File: config.mk
export PLATFORM = sky130hd
export DESIGN_NAME = run_length_encoder_core
export DESIGN_NICKNAME = d
export VERILOG_FILES = /design/src/rtl/rle_pkg.sv /design/src/rtl/rle_ctrl.sv /design/src/rtl/rle_dp.sv /design/src/rtl/run_length_encoder_core.sv
export SDC_FILE = /design/constraint.sdc
export NUM_CORES = 1
export LEC_CHECK = 0
export ABC_AREA = 1
export BUFFER_PORTS_ARGS = -buffer_cell sky130_fd_sc_hd__clkbuf_2
export CAP_MARGIN = 20
export CORE_MARGIN = 5
export CORE_UTILIZATION = 35
export DETAILED_ROUTE_END_ITERATION = 10
export PLACE_DENSITY_LB_ADDON = 0.3
export REMOVE_ABC_BUFFERS = 1
export SLEW_MARGIN = 20
export SYNTH_ARGS = -nofsm -noshare
export SYNTH_HDL_FRONTEND = slang
export SYNTH_SLANG_ARGS = --single-unit
export TNS_END_PERCENT = 100
File: constraint.sdc
create_clock -name clk -period 3.1 [get_ports clk]
set_input_delay 0.155 -clock clk [delete_from_list [all_inputs] [get_ports clk]]
set_output_delay 0.155 -clock clk [all_outputs]
set_load 0.02 [all_outputs]
File: src/rtl/rle_pkg.sv
// ----------------------------------------------------------------------------
// rle_pkg
// Shared constants, types and the controller/datapath interface structs for
// the run-length encoder.
// ----------------------------------------------------------------------------
package rle_pkg;

  localparam int unsigned BYTE_W  = 8;
  localparam int unsigned CNT_W   = 16;
  localparam int unsigned DIG_W   = 4;
  localparam int unsigned NUM_DIG = 5;
  localparam int unsigned NDIG_W  = 3;

  // Requested run bound; the bound in effect is limited to 3..65535.
  localparam longint unsigned MAX_RUN = 64'd65535;
  localparam logic [CNT_W:0] RUN_BOUND =
      (CNT_W+1)'((MAX_RUN < 64'd3) ? 64'd3 : ((MAX_RUN > 64'd65535) ? 64'd65535 : MAX_RUN));

  // x / 10 == (x * 52429) >> 19 for every 16-bit x.
  localparam logic [CNT_W:0] DIV10_MUL   = 17'd52429;
  localparam int unsigned    DIV10_SHIFT = 19;

  localparam logic [BYTE_W-1:0] ASCII_ZERO = 8'h30;

  typedef enum logic [1:0] {
    SEL_DIGIT,
    SEL_RUN,
    SEL_NEW
  } out_sel_t;

  typedef struct packed {
    logic     load;
    logic     conv_step;
    logic     push;
    out_sel_t sel;
    logic     push_last;
  } rle_cmd_t;

  typedef struct packed {
    logic dec_any;
    logic has_emit;
    logic cnt_ge3;
    logic cnt_two;
    logic has_extra;
    logic conv_done;
    logic dig_done;
    logic can_push;
  } rle_stat_t;

endpackage

File: src/rtl/rle_ctrl.sv
// ----------------------------------------------------------------------------
// rle_ctrl
// Sequencer for the run-length encoder: accepts an item, runs the decimal
// conversion and steps through the result bytes of a closed run.
// ----------------------------------------------------------------------------
module rle_ctrl (
  input  logic              clk,
  input  logic              rst,
  input  logic              in_valid,
  output logic              in_ready,
  input  rle_pkg::rle_stat_t stat,
  output rle_pkg::rle_cmd_t  cmd
);
  import rle_pkg::*;

  typedef enum logic [2:0] {
    S_IDLE,
    S_DISP,
    S_CONV,
    S_DIG,
    S_VAL1,
    S_VAL,
    S_XTRA
  } state_t;

  state_t state;
  state_t state_next;

  always_ff @(posedge clk) begin
    if (rst) begin
      state <= S_IDLE;
    end else begin
      state <= state_next;
    end
  end

  assign in_ready = (state == S_IDLE);

  always_comb begin
    state_next    = state;
    cmd.load      = 1'b0;
    cmd.conv_step = 1'b0;
    cmd.push      = 1'b0;
    cmd.sel       = SEL_RUN;
    cmd.push_last = 1'b0;
    case (state)
      S_IDLE: begin
        if (in_valid) begin
          cmd.load = 1'b1;
          if (stat.dec_any) begin
            state_next = S_DISP;
          end
        end
      end
      S_DISP: begin
        if (stat.has_emit) begin
          if (stat.cnt_ge3) begin
            state_next = S_CONV;
          end else if (stat.cnt_two) begin
            state_next = S_VAL1;
          end else begin
            state_next = S_VAL;
          end
        end else begin
          state_next = S_XTRA;
        end
      end
      S_CONV: begin
        cmd.conv_step = 1'b1;
        if (stat.conv_done) begin
          state_next = S_DIG;
        end
      end
      S_DIG: begin
        if (stat.can_push) begin
          cmd.push = 1'b1;
          cmd.sel  = SEL_DIGIT;
          if (stat.dig_done) begin
            state_next = S_VAL;
          end
        end
      end
      S_VAL1: begin
        if (stat.can_push) begin
          cmd.push   = 1'b1;
          cmd.sel    = SEL_RUN;
          state_next = S_VAL;
        end
      end
      S_VAL: begin
        if (stat.can_push) begin
          cmd.push      = 1'b1;
          cmd.sel       = SEL_RUN;
          cmd.push_last = !stat.has_extra;
          state_next    = stat.has_extra ? S_XTRA : S_IDLE;
        end
      end
      S_XTRA: begin
        if (stat.can_push) begin
          cmd.push      = 1'b1;
          cmd.sel       = SEL_NEW;
          cmd.push_last = 1'b1;
          state_next    = S_IDLE;
        end
      end
      default: begin
        state_next = S_IDLE;
      end
    endcase
  end

endmodule

File: src/rtl/rle_dp.sv
// ----------------------------------------------------------------------------
// rle_dp
// Datapath of the run-length encoder: run state, the closed-run snapshot,
// the divide-by-ten digit unit and the output register.
// ----------------------------------------------------------------------------
module rle_dp (
  input  logic                        clk,
  input  logic                        rst,
  input  logic [rle_pkg::BYTE_W-1:0]  in_byte,
  input  logic                        stream_last,
  input  rle_pkg::rle_cmd_t           cmd,
  output rle_pkg::rle_stat_t          stat,
  output logic [rle_pkg::BYTE_W-1:0]  out_byte,
  output logic                        item_last,
  output logic                        stream_end,
  output logic                        out_valid,
  input  logic                        out_ready
);
  import rle_pkg::*;

  logic [BYTE_W-1:0] run_value;
  logic [CNT_W-1:0]  run_count;
  logic [CNT_W-1:0]  run_count_next;
  logic [BYTE_W-1:0] e_val;
  logic [CNT_W-1:0]  e_cnt;
  logic [CNT_W-1:0]  work;
  logic [NDIG_W-1:0] ndig;
  logic [DIG_W-1:0]  digits [NUM_DIG];
  logic              has_emit;
  logic              has_extra;
  logic              is_last;

  logic              same;
  logic [CNT_W:0]    c_inc;
  logic              hit;
  logic              dec_emit;
  logic              dec_extra;
  logic [CNT_W-1:0]  chosen;

  logic [2*CNT_W:0]  prod;
  logic [CNT_W-1:0]  quot;
  logic [CNT_W-1:0]  rem;
  logic [NDIG_W-1:0] rd_idx;
  logic [BYTE_W-1:0] out_mux;

  // Decision for the item on the input port, used in the accept cycle.
  assign same      = (run_count != '0) && (in_byte == run_value);
  assign c_inc     = {1'b0, run_count} + (CNT_W+1)'(1);
  assign hit       = same && (c_inc >= RUN_BOUND);
  assign dec_emit  = same ? (hit || stream_last) : (run_count != '0);
  assign dec_extra = !same && stream_last;
  assign chosen    = same ? c_inc[CNT_W-1:0] : run_count;

  always_comb begin
    if (same) begin
      run_count_next = (hit || stream_last) ? '0 : c_inc[CNT_W-1:0];
    end else begin
      run_count_next = stream_last ? '0 : CNT_W'(1);
    end
  end

  // One decimal digit per step, least significant first.
  assign prod = (2*CNT_W+1)'(work) * (2*CNT_W+1)'(DIV10_MUL);
  assign quot = prod[DIV10_SHIFT +: CNT_W];
  assign rem  = work - ((quot << 3) + (quot << 1));

  assign rd_idx = ndig - NDIG_W'(1);

  always_comb begin
    case (cmd.sel)
      SEL_DIGIT: out_mux = ASCII_ZERO + BYTE_W'(digits[rd_idx]);
      SEL_RUN:   out_mux = e_val;
      SEL_NEW:   out_mux = run_value;
      default:   out_mux = e_val;
    endcase
  end

  always_ff @(posedge clk) begin
    if (rst) begin
      run_value <= '0;
      run_count <= '0;
      has_emit  <= 1'b0;
      has_extra <= 1'b0;
      is_last   <= 1'b0;
      ndig      <= '0;
    end else begin
      if (cmd.load) begin
        run_count <= run_count_next;
        if (!same) begin
          run_value <= in_byte;
        end
        has_emit  <= dec_emit;
        has_extra <= dec_extra;
        is_last   <= stream_last;
        ndig      <= '0;
      end else if (cmd.conv_step) begin
        ndig <= ndig + NDIG_W'(1);
      end else if (cmd.push && (cmd.sel == SEL_DIGIT)) begin
        ndig <= rd_idx;
      end
    end
  end

  always_ff @(posedge clk) begin
    if (cmd.load) begin
      e_val <= run_value;
      e_cnt <= chosen;
      work  <= chosen;
    end else if (cmd.conv_step) begin
      digits[ndig] <= rem[DIG_W-1:0];
      work         <= quot;
    end
  end

  // Output register; a new byte may enter while the held one is taken.
  always_ff @(posedge clk) begin
    if (rst) begin
      out_valid <= 1'b0;
    end else if (cmd.push) begin
      out_valid <= 1'b1;
    end else if (out_ready) begin
      out_valid <= 1'b0;
    end
  end

  always_ff @(posedge clk) begin
    if (cmd.push) begin
      out_byte   <= out_mux;
      item_last  <= cmd.push_last;
      stream_end <= cmd.push_last && is_last;
    end
  end

  assign stat.dec_any   = dec_emit || dec_extra;
  assign stat.has_emit  = has_emit;
  assign stat.cnt_ge3   = (e_cnt >= CNT_W'(3));
  assign stat.cnt_two   = (e_cnt == CNT_W'(2));
  assign stat.has_extra = has_extra;
  assign stat.conv_done = (quot == '0);
  assign stat.dig_done  = (ndig == NDIG_W'(1));
  assign stat.can_push  = !out_valid || out_ready;

endmodule

File: src/rtl/run_length_encoder_core.sv
// ----------------------------------------------------------------------------
// run_length_encoder_core
// Run-length encoder with decimal run counts over a byte stream.
// ----------------------------------------------------------------------------
// A byte that only extends the open run is taken while the encoder stays idle
// and produces nothing. An item that closes a run passes the accept and
// dispatch states, then the divide-by-ten loop with one decimal digit per step
// (runs of three or more, up to five digits), then its result bytes, at most
// seven, paced by out_ready through the single output register. Runs of three
// or more come out as ASCII digits of the length, most significant first,
// then the byte; runs of two and one as the byte repeated. Runs close at
// 65535 bytes. item_last marks the last result of an item, stream_end the last
// result of the stream.
module run_length_encoder_core (
  input  logic                       clk,
  input  logic                       rst,
  input  logic                       in_valid,
  output logic                       in_ready,
  input  logic [rle_pkg::BYTE_W-1:0] in_byte,
  input  logic                       stream_last,
  output logic                       out_valid,
  input  logic                       out_ready,
  output logic [rle_pkg::BYTE_W-1:0] out_byte,
  output logic                       item_last,
  output logic                       stream_end
);
  import rle_pkg::*;

  rle_cmd_t  cmd;
  rle_stat_t stat;

  rle_ctrl u_ctrl (
    .clk      (clk),
    .rst      (rst),
    .in_valid (in_valid),
    .in_ready (in_ready),
    .stat     (stat),
    .cmd      (cmd)
  );

  rle_dp u_dp (
    .clk         (clk),
    .rst         (rst),
    .in_byte     (in_byte),
    .stream_last (stream_last),
    .cmd         (cmd),
    .stat        (stat),
    .out_byte    (out_byte),
    .item_last   (item_last),
    .stream_end  (stream_end),
    .out_valid   (out_valid),
    .out_ready   (out_ready)
  );

endmodule
==> results of run 1 <==
[through the flow]
stage          utilization  power (W)  instances
2_1_floorplan            -    0.00196        404
3_3_place_gp         0.384    0.00218        563
3_5_place_dp         0.384    0.00220        563
4_1_cts              0.406    0.00296        580
5_1_grt              0.406    0.00313        580
6_report             0.406    0.00293        580
[sequential cells by signal (all words and copies together) (netlist names)]
name,count
u_ctrl.state,3
u_dp.item_last,1
u_dp.e_cnt,16
u_dp.is_last,1
u_dp.run_count,16
u_dp.out_valid,1
u_dp.ndig,3
u_dp.stream_end,1
u_dp.e_val,8
u_dp.has_extra,1
u_dp.has_emit,1
u_dp.run_value,8
u_dp.out_byte,8
[synthesized netlist by cell type (6+ instances only)]
| cell type | n | area (um^2) |
|---|---|---|
| sky130_fd_sc_hd__o22ai_1 | 9 | 56.3 |
| sky130_fd_sc_hd__o22ai_2 | 10 | 125 |
| sky130_fd_sc_hd__edfxtp_1 | 34 | 1020 |
| sky130_fd_sc_hd__a21oi_1 | 9 | 45.0 |
| sky130_fd_sc_hd__ha_1 | 6 | 75.1 |
| sky130_fd_sc_hd__nand4_1 | 8 | 50.1 |
| sky130_fd_sc_hd__nor3_1 | 7 | 35.0 |
| sky130_fd_sc_hd__xor2_1 | 7 | 61.3 |
| sky130_fd_sc_hd__nor2_1 | 46 | 173 |
| sky130_fd_sc_hd__nand3_1 | 36 | 180 |
| sky130_fd_sc_hd__inv_1 | 41 | 154 |
| sky130_fd_sc_hd__nand2_2 | 6 | 37.5 |
| sky130_fd_sc_hd__o21ai_0 | 29 | 145 |
| sky130_fd_sc_hd__nor2_2 | 6 | 37.5 |
| sky130_fd_sc_hd__nand2_1 | 85 | 319 |
| sky130_fd_sc_hd__dfxtp_1 | 34 | 681 |
[layer usage]
layer	share of wire	wire length (um)
met1	0.48	3580
met5	0	0
met3	0.040	295
met4	0.011	79
met2	0.47	3500
[power breakdown]
| part | switching, W | internal (W) |
|---|---|---|
| clock network | 0.000374 | 0.000383 |
| registers | 0.000121 | 0.00125 |
| logic | 0.000543 | 0.000260 |
[final cells by class]
class                           instances  area, um^2  area share
Inverter                               45         169      0.0426
Sequential cell                        68        1700       0.429
Clock buffer                            9         124      0.0313
Clock inverter                          7        81.3      0.0205
Timing Repair Buffer                   27         145      0.0366
Multi-Input combinational cell        291        1580       0.398
Tap cell                              133         166      0.0420
[cell families after synthesis]
logic type,count (synthesis)
DFF,68
AOI/OAI and AO/OA,63
buffers and inverters,53
and+or+nand+nor,210
adders and majority gates,6
xor gates and xnor gates,12
[final timing paths]
kind,from,to,cells after the start,slack (ps)
setup / recovery,u_dp.run_count[1]$_SDFFE_PP0P_,u_dp.run_count[4]$_SDFFE_PP0P_,14,920
setup reg to reg,u_dp.run_count[1]$_SDFFE_PP0P_,u_dp.run_count[4]$_SDFFE_PP0P_,14,920
hold / removal,in_byte[0],u_dp.run_value[0]$_SDFFE_PP0P_,3,90
hold reg to reg,u_dp.is_last$_SDFFE_PP0P_,u_dp.is_last$_SDFFE_PP0P_,2,490
[critical path, stage by stage (launching register included)]
cell and delay, ps:
sky130_fd_sc_hd__dfxtp_1 400, sky130_fd_sc_hd__ha_1 250, sky130_fd_sc_hd__nand2_2 90, sky130_fd_sc_hd__nor2_4 140
sky130_fd_sc_hd__nand2_2 100, sky130_fd_sc_hd__nor2_2 100, sky130_fd_sc_hd__nand2_1 50, sky130_fd_sc_hd__nand2_1 80
sky130_fd_sc_hd__nand2_1 80, sky130_fd_sc_hd__nor2_2 140, sky130_fd_sc_hd__nand3_2 100, sky130_fd_sc_hd__nand2_1 80
sky130_fd_sc_hd__nand2_2 70, sky130_fd_sc_hd__nand2_4 220, sky130_fd_sc_hd__o22ai_1 110
[repair_timing]
item,CTS,global route
hold buffers,1,0
hold endpoints to repair,1,0
resized for setup,0,0
buffers inserted,0,0
==> reports/summary.md, run 1 <==
Logic synthesis
- **adder-cell share of the synthesized area** 0.0215
- **fraction of the mapped netlist area in compound gates** 0.118
- **most common flop cell mapped by yosys** sky130_fd_sc_hd__edfxtp_1
- **summed instance area of the synthesized netlist** 3500 um^2
- **async set or reset register ratio after synthesis** 0
- **multiplexer area fraction after synthesis** 0
- **post-synthesis cell type count** 35
- **average cell area after synthesis** 8.49 um^2
- **main combinational cell family by area after synthesis** simple AND/OR/NAND/NOR gates
- **xor and xnor fraction of the mapped netlist area** 0.0300
- **Ys Warns** 0
- **basic-gate share of the synthesized area counting and, or, nand and nor cells** 0.281
- **share of the yosys chip area belonging to registers** 0.486
- **Syn Inst Count** 412
- **number of storage elements in the synthesis netlist** 68
- **number of enable flip-flop cells after synthesis** 34

Timing
- **relative slew slack** 0.278
- **Setup TNS Final** 0 ps
- **final period demand of the worst path** 2180 ps
- **RSZ-0062 raised after global routing** no
- **endpoints failing setup** 0
- **maximum clock skew at final layout** 11.5 ps
- **Tightest Pin Transition** 1080 ps
- **worst hold slack after final layout** 90.4 ps
- **total count of hold-check failures in the final report** 0
- **Final period util** 0.704
- **worst setup slack after layout** 918 ps
- **number of pins with negative max-slew slack in the final report** 0
- **peak clock frequency supported by timing** 458 MHz

Floorplanning
- **placeable core region** 9770 um^2
- **DIE HEIGHT** 110 um
- **area enclosed by the die boundary** 12100 um^2
- **number of placed I/O pins** 25
- **Die Width** 110 um
- **Core Rows** 36
- **initial cell density of the core** 0.358

Place
- **worst slack after detailed placement** 969 ps
- **count of buffers from port buffering** 24
- **placed cell areas** 3750 um^2
- **estimated wirelength of the detail-placed design** 5.51 mm
- **routability congestion estimate** 0.820

Critical path
- **category of the most critical setup path** flip-flop to flip-flop
- **arrival time at the worst endpoint** 2360 ps
- **critical path fanouts, max** 15
- **Critical Path Sink Type** flip-flop
- **worst endpoint required time** 3280 ps
- **startpoint type of the worst setup path** flip-flop

Finish
- **number of inserted diodes** 0
- **commonest non-fill, non-tap cell in the layout** sky130_fd_sc_hd__nand2_1
- **area added between synthesis and finish** 13.3%
- **cell area after layout** 3960 um^2
- **commonest cells after routing, fill and taps aside** sky130_fd_sc_hd__nand2_1, sky130_fd_sc_hd__nor2_1, sky130_fd_sc_hd__inv_1, sky130_fd_sc_hd__nand3_1
- **count of fill cells added during filler insertion** 1004
- **ratio of cells with drive above 1 in the final layout** 0.170
- **total number of nets in the final design** 461

Global routing
- **total congestion overflow after global routing** 0
- **number of global-route vias before repair** 2751
- **number of antenna violations at the first check in global routing** 0
- **largest net degree at the start of global routing** 33
- **Top Usage Layer GRT** met2
- **met3 Use GR** 0.0326
- **met2 demand-to-capacity share in global routing** 0.223
- **global-route wire length before repair** 12.7 mm
- **GRT Total Usage** 0.134
- **met1 usage** 0.171

Clock tree
- **number of buffers created by CTS** 9
- **Clock Pin Slew Worst Setup and Hold Paths** 80 ps
- **Clock Root Buffer** sky130_fd_sc_hd__clkbuf_8
- **number of buffers between clock root and the deepest sink** 2
- **number of sinks on the clock net** 68
- **CTS tree** built
- **H-Tree Depth** 3
- **later-pin clock latency in the skew report** 340 ps

Detailed routing
- **wire length reported by the detailed router** 7.45 mm
- **number of design-rule violations left by the first detailed-router iteration** 160
- **via density per instance** 4.85
- **DR WL/cell** 12.8 um
- **drt drc** 0
- **detailed-router iteration count before antenna repair** 4
- **vias after detailed routing** 2811
- **Routed Antenna Nets** 0

Outcome
- **status** completed

Power
- **power per unit of standard cell area** 739 nW/um^2
- **LEAKAGE** 1.49 nW
- **Max IR drop VDD** 0.289 mV

Job
- **max capacitance violation total** 0

Worst hold path
- **worst hold path class** input pin to flip-flop

Note: power is estimated with default switching activity, not from simulation.
==> inputs of run 2 (changes only) <==
Clock period 3.1 ns to 2.16 ns, I/O delays scaled along.
==> reports/summary.md, run 2 (synthesis results as in run 1) <==
Global routing
- **number of global-route vias before repair** 2663
- **global-route wire length before repair** 12.2 mm
- **number of antenna violations at the first check in global routing** 0
- **total congestion overflow after global routing** 0
- **largest net degree at the start of global routing** 23
- **GRT Total Usage** 0.131

Place
- **placed cell areas** 3790 um^2
- **Cells after DPL** 569
- **count of buffers from port buffering** 24
- **routability congestion estimate** 0.815
- **estimated wirelength of the detail-placed design** 5.60 mm

Power
- **Max IR drop VDD** 0.402 mV
- **LEAKAGE** 1.54 nW
- **Clk pwr share** 0.279
- **part of the total power dissipated in combinational logic** 0.276
- **Switch Pwr** 0.00152 W
- **sequential power share** 0.445
- **Switching Fraction** 0.346
- **Tot Pwr** 0.00440 W
- **cell internal power dissipation** 0.00288 W
- **power per unit of standard cell area** 1080 nW/um^2

Timing
- **Final period util** 0.938
- **peak clock frequency supported by timing** 494 MHz
- **maximum clock skew at final layout** 12.4 ps
- **endpoints failing setup** 0
- **Tightest Pin Transition** 566 ps
- **worst hold slack after final layout** 40.6 ps
- **Setup TNS Final** 0 ps
- **relative slew slack** 0.619
- **final period demand of the worst path** 2030 ps
- **number of pins with negative max-slew slack in the final report** 0
- **RSZ-0062 raised after global routing** no
- **total count of hold-check failures in the final report** 0

Detailed routing
- **Routed Antenna Nets** 0
- **wire length reported by the detailed router** 7.63 mm
- **vias after detailed routing** 2839
- **number of design-rule violations left by the first detailed-router iteration** 170
- **via density per instance** 4.84
- **detailed-router iteration count before antenna repair** 5
- **drt drc** 0
- **DR WL/cell** 13.0 um

Critical path
- **startpoint type of the worst setup path** flip-flop
- **Critical Path Sink Type** flip-flop
- **critical path fanouts, max** 18
- **worst endpoint required time** 2420 ps
- **slack of the worst reg-to-reg path** 130 ps
- **category of the most critical setup path** flip-flop to flip-flop
- **arrival time at the worst endpoint** 2280 ps

Clock tree
- **Clock Pin Slew Worst Setup and Hold Paths** 90 ps
- **post-CTS repair timing setup buffer count** 0
- **number of sinks on the clock net** 68
- **later-pin clock latency in the skew report** 360 ps
- **H-Tree Depth** 3
- **CTS tree** built
- **Clock Root Buffer** sky130_fd_sc_hd__clkbuf_8
- **number of buffers between clock root and the deepest sink** 2
- **number of buffers created by CTS** 9

Finish
- **commonest non-fill, non-tap cell in the layout** sky130_fd_sc_hd__nand2_1
- **number of inserted diodes** 0
- **ratio of cells with drive above 1 in the final layout** 0.196
- **commonest cells after routing, fill and taps aside** sky130_fd_sc_hd__nand2_1, sky130_fd_sc_hd__nor2_1, sky130_fd_sc_hd__inv_1, sky130_fd_sc_hd__nand3_1, sky130_fd_sc_hd__edfxtp_1
- **cell area after layout** 4090 um^2
- **non-filler cells, final** 587
- **area added between synthesis and finish** 16.9%
- **total number of nets in the final design** 468
- **biggest registers after layout** u_dp.e_cnt (16), u_dp.run_count (16)

Floorplanning
- **Core Rows** 36
- **DIE HEIGHT** 110 um
- **initial cell density of the core** 0.358
- **Die Width** 110 um
- **placeable core region** 9770 um^2
- **area enclosed by the die boundary** 12100 um^2
- **number of placed I/O pins** 25

Job
- **max capacitance violation total** 0

Outcome
- **status** completed

Worst hold path
- **worst hold path class** input pin to flip-flop

==> run 2: cell count changes in the layout (fill, tap and decap cells not counted), moves of 2 or more <==
cell | previous run | this run
sky130_fd_sc_hd__inv_6 | 3 | 1
sky130_fd_sc_hd__inv_8 | 0 | 2
sky130_fd_sc_hd__dfxtp_1 | 34 | 32
sky130_fd_sc_hd__dfxtp_4 | 0 | 2
sky130_fd_sc_hd__buf_4 | 2 | 8
==> run 2: worst max-delay path, stage by stage, from the launching register on <==
cell and delay, ps:
sky130_fd_sc_hd__dfxtp_1 350, sky130_fd_sc_hd__nor4_1 540, sky130_fd_sc_hd__nand4_2 210, sky130_fd_sc_hd__nand3_1 120, sky130_fd_sc_hd__nor2_1 60, sky130_fd_sc_hd__buf_4 200
sky130_fd_sc_hd__nand3_2 90, sky130_fd_sc_hd__nand2_2 60, sky130_fd_sc_hd__nand2_2 80, sky130_fd_sc_hd__nand2_4 70, sky130_fd_sc_hd__nor2_1 110, sky130_fd_sc_hd__nor2_1 60
==> run 2: cell type report <==
type	instances	area [um^2]
clock buffers	9	124
clock inverters	7	108
fillers	1004	5680
inverters	45	169
multi-input cells	292	1620
flip-flops and latches	68	1710
well taps	133	166
repair buffers	33	190
==> run 2: timing repair <==
item / in CTS / in global routing
hold endpoints to repair: 1 / 0
endpoints found under the setup margin: 0 / 26
hold buffers: 1 / 0
resized for setup: 0 / 11
==> run 2: path summary, 6_finish.rpt <==
check | to | startpoint | cells after the start
worst min register to register | u_dp.has_emit$_SDFFE_PP0P_ | u_dp.has_emit$_SDFFE_PP0P_ | 2
worst max register to register | u_ctrl.state[1]$_SDFFE_PP0P_ | u_dp.run_count[9]$_SDFFE_PP0P_ | 11
worst min-delay path | u_dp.run_value[5]$_SDFFE_PP0P_ | in_byte[5] | 3
worst max-delay path | u_ctrl.state[1]$_SDFFE_PP0P_ | u_dp.run_count[9]$_SDFFE_PP0P_ | 11
==> run 2: through the flow <==
step / setup slack (ps) / util
after floorplan: -201 / -
after global placement: 86.7 / 0.388
after detailed placement: 42.5 / 0.388
after CTS: 1.33 / 0.413
after global routing: 7.66 / 0.418
final: 135 / 0.418
==> run 2: power groups by stage <==
stage          sequential [W]  combinational, W  clock, W
5_1_grt               0.00200           0.00137   0.00132
2_1_floorplan         0.00209          0.000720         0
4_1_cts               0.00196           0.00121   0.00126
3_5_place_dp          0.00199           0.00120         0
6_report              0.00196           0.00121   0.00123
3_3_place_gp          0.00198           0.00118         0
==> run 2: routing by layer <==
| metal | GRT usage | vias up | wire length (um) |
|---|---|---|---|
| li1 | - | 1470 | - |
| met1 | 0.158 | 1306 | 3450 |
| met2 | 0.228 | 53 | 3750 |
| met3 | 0.0250 | 10 | 311 |
| met4 | 0.0508 | 0 | 113 |
| met5 | 0 | - | 0 |
==> inputs of run 3 (changes only) <==
==> constraint.sdc (replaced) <==
create_clock -name clk -period 1.7 [get_ports clk]
set_input_delay 0.085 -clock clk [delete_from_list [all_inputs] [get_ports clk]]
set_output_delay 0.085 -clock clk [all_outputs]
set_load 0.1 [all_outputs]
==> reports/summary.md, run 3 (synthesis results as in run 1) <==
Outcome
- **status** complete, but fails checks
- **violations in the final reports** negative setup slack

Worst hold path
- **worst hold path class** input pin to flip-flop

Floorplanning
- **Die Width** 110 um
- **placeable core region** 9770 um^2
- **DIE HEIGHT** 110 um
- **area enclosed by the die boundary** 12100 um^2
- **number of placed I/O pins** 25
- **Core Rows** 36
- **initial cell density of the core** 0.358

Clock tree
- **number of buffers created by CTS** 9
- **number of sinks on the clock net** 68
- **Clock Pin Slew Worst Setup and Hold Paths** 80 ps
- **Clock Root Buffer** sky130_fd_sc_hd__clkbuf_8
- **H-Tree Depth** 3
- **later-pin clock latency in the skew report** 350 ps
- **CTS tree** built
- **number of buffers between clock root and the deepest sink** 2

Detailed routing
- **number of design-rule violations left by the first detailed-router iteration** 123
- **Routed Antenna Nets** 0
- **detailed-router iteration count before antenna repair** 4
- **DR WL/cell** 13.5 um
- **wire length reported by the detailed router** 9.06 mm
- **drt drc** 0
- **vias after detailed routing** 3186
- **via density per instance** 4.75

Place
- **placed cell areas** 4360 um^2
- **routability congestion estimate** 0.853
- **estimated wirelength of the detail-placed design** 6.45 mm
- **count of buffers from port buffering** 24

Global routing
- **total congestion overflow after global routing** 0
- **number of antenna violations at the first check in global routing** 0
- **GRT Total Usage** 0.160
- **global-route wire length before repair** 15.0 mm
- **largest net degree at the start of global routing** 23
- **number of global-route vias before repair** 3337

Critical path
- **category of the most critical setup path** flip-flop to flip-flop
- **critical path fanouts, max** 6
- **startpoint type of the worst setup path** flip-flop
- **arrival time at the worst endpoint** 2210 ps
- **worst endpoint required time** 2000 ps
- **Critical Path Sink Type** flip-flop

Timing
- **Setup TNS Final** -4150 ps
- **Tightest Pin Transition** 549 ps
- **relative slew slack** 0.635
- **Final period util** 1.13
- **number of pins with negative max-slew slack in the final report** 0
- **worst setup slack after layout** -214 ps
- **final period demand of the worst path** 1910 ps
- **peak clock frequency supported by timing** 523 MHz
- **total count of hold-check failures in the final report** 0
- **RSZ-0062 raised after global routing** yes
- **maximum clock skew at final layout** 12.3 ps
- **endpoints failing setup** 35

Finish
- **commonest cells after routing, fill and taps aside** sky130_fd_sc_hd__buf_4, sky130_fd_sc_hd__nand2_1, sky130_fd_sc_hd__nor2_1, sky130_fd_sc_hd__inv_1, sky130_fd_sc_hd__edfxtp_1
- **count of fill cells added during filler insertion** 916
- **commonest non-fill, non-tap cell in the layout** sky130_fd_sc_hd__buf_4
- **cell area after layout** 4940 um^2
- **biggest registers after layout** u_dp.e_cnt (16), u_dp.run_count (16)
- **storage element area** 1720 um^2
- **area added between synthesis and finish** 41.3%
- **ratio of cells with drive above 1 in the final layout** 0.396
- **total number of nets in the final design** 552
- **number of inserted diodes** 0
- **area occupied by multi-input gates** 1810 um^2

Power
- **power per unit of standard cell area** 1320 nW/um^2
- **Max IR drop VDD** 1.21 mV
- **Tot Pwr** 0.00653 W
- **LEAKAGE** 1.99 nW

Job
- **max capacitance violation total** 0

[run 3: changes by cell type in the layout (fill, tap and decap cells not counted), moves of 7 or more]
cell and change:
sky130_fd_sc_hd__buf_4 +76, sky130_fd_sc_hd__dfxtp_1 -8, sky130_fd_sc_hd__dfxtp_2 +9, sky130_fd_sc_hd__nand2_1 -10
sky130_fd_sc_hd__nand2_2 +8, sky130_fd_sc_hd__nor2_4 +7
[run 3: timing repair]
item	CTS	global route
hold buffers	1	0
hold endpoints to repair	1	0
pin swaps	10	20
buffers inserted	4	7
setup endpoints to repair	46	80
gates cloned	1	1
gates resized for setup	43	27
[run 3: routing by layer]
metal | track usage | share of wire | wire, um
met3 | 0.0379 | 0.038 | 344
met2 | 0.283 | 0.48 | 4390
met4 | 0.0641 | 0.027 | 245
met5 | 0 | 0 | 0
met1 | 0.187 | 0.45 | 4080
[run 3: area by class of cell]
class / count / area share
timing repair buffer: 116 / 0.177
sequential: 68 / 0.347
clock buffer: 10 / 0.0301
multi-input combinational: 292 / 0.366
tap: 133 / 0.0337
inverter: 45 / 0.0352
timing repair inverter: 1 / 0.000759
clock inverter: 6 / 0.00911
[run 3: critical path: stages, from the launching register on]
cell and delay (ps):
sky130_fd_sc_hd__dfxtp_4 380, sky130_fd_sc_hd__ha_4 170, sky130_fd_sc_hd__nand2_4 60, sky130_fd_sc_hd__nor2_4 160
sky130_fd_sc_hd__buf_6 120, sky130_fd_sc_hd__nand3_2 60, sky130_fd_sc_hd__nand2_1 60, sky130_fd_sc_hd__nand2_1 40
sky130_fd_sc_hd__inv_1 60, sky130_fd_sc_hd__nand2_1 60, sky130_fd_sc_hd__nor2_2 80, sky130_fd_sc_hd__nand3_2 100
sky130_fd_sc_hd__nand3_2 90, sky130_fd_sc_hd__nand2_2 70, sky130_fd_sc_hd__nand2_2 70, sky130_fd_sc_hd__nand2_4 70
sky130_fd_sc_hd__nand2_1 70, sky130_fd_sc_hd__nand2_1 50, sky130_fd_sc_hd__nor2_1 100
[run 3: path summary, 6_finish.rpt]
kind | startpoint | endpoint | slack [ps] | depth (start not counted)
setup / recovery | u_dp.run_count[0]$_SDFFE_PP0P_ | u_ctrl.state[1]$_SDFFE_PP0P_ | -210 | 18
hold / removal | in_byte[4] | u_dp.run_value[4]$_SDFFE_PP0P_ | 10 | 3
setup reg to reg | u_dp.run_count[0]$_SDFFE_PP0P_ | u_ctrl.state[1]$_SDFFE_PP0P_ | -210 | 18
hold reg to reg | u_dp.is_last$_SDFFE_PP0P_ | u_dp.is_last$_SDFFE_PP0P_ | 490 | 2
[run 3: where the power goes]
part	total, W	internal [W]	switching [W]
registers	0.00247	0.00228	0.000197
logic	0.00276	0.000728	0.00203
clock network	0.00130	0.000622	0.000677
[run 3: per-stage QoR]
step | instances | setup slack [ps] | hold slack [ps] | util
floorplan | 404 | -846 | 154 | -
global placement | 641 | -270 | 289 | 0.446
detailed placement | 641 | -313 | 295 | 0.446
CTS | 663 | -127 | 7.83 | 0.488
global route | 671 | -353 | 12.1 | 0.506
finish | 671 | -214 | 13.8 | 0.506
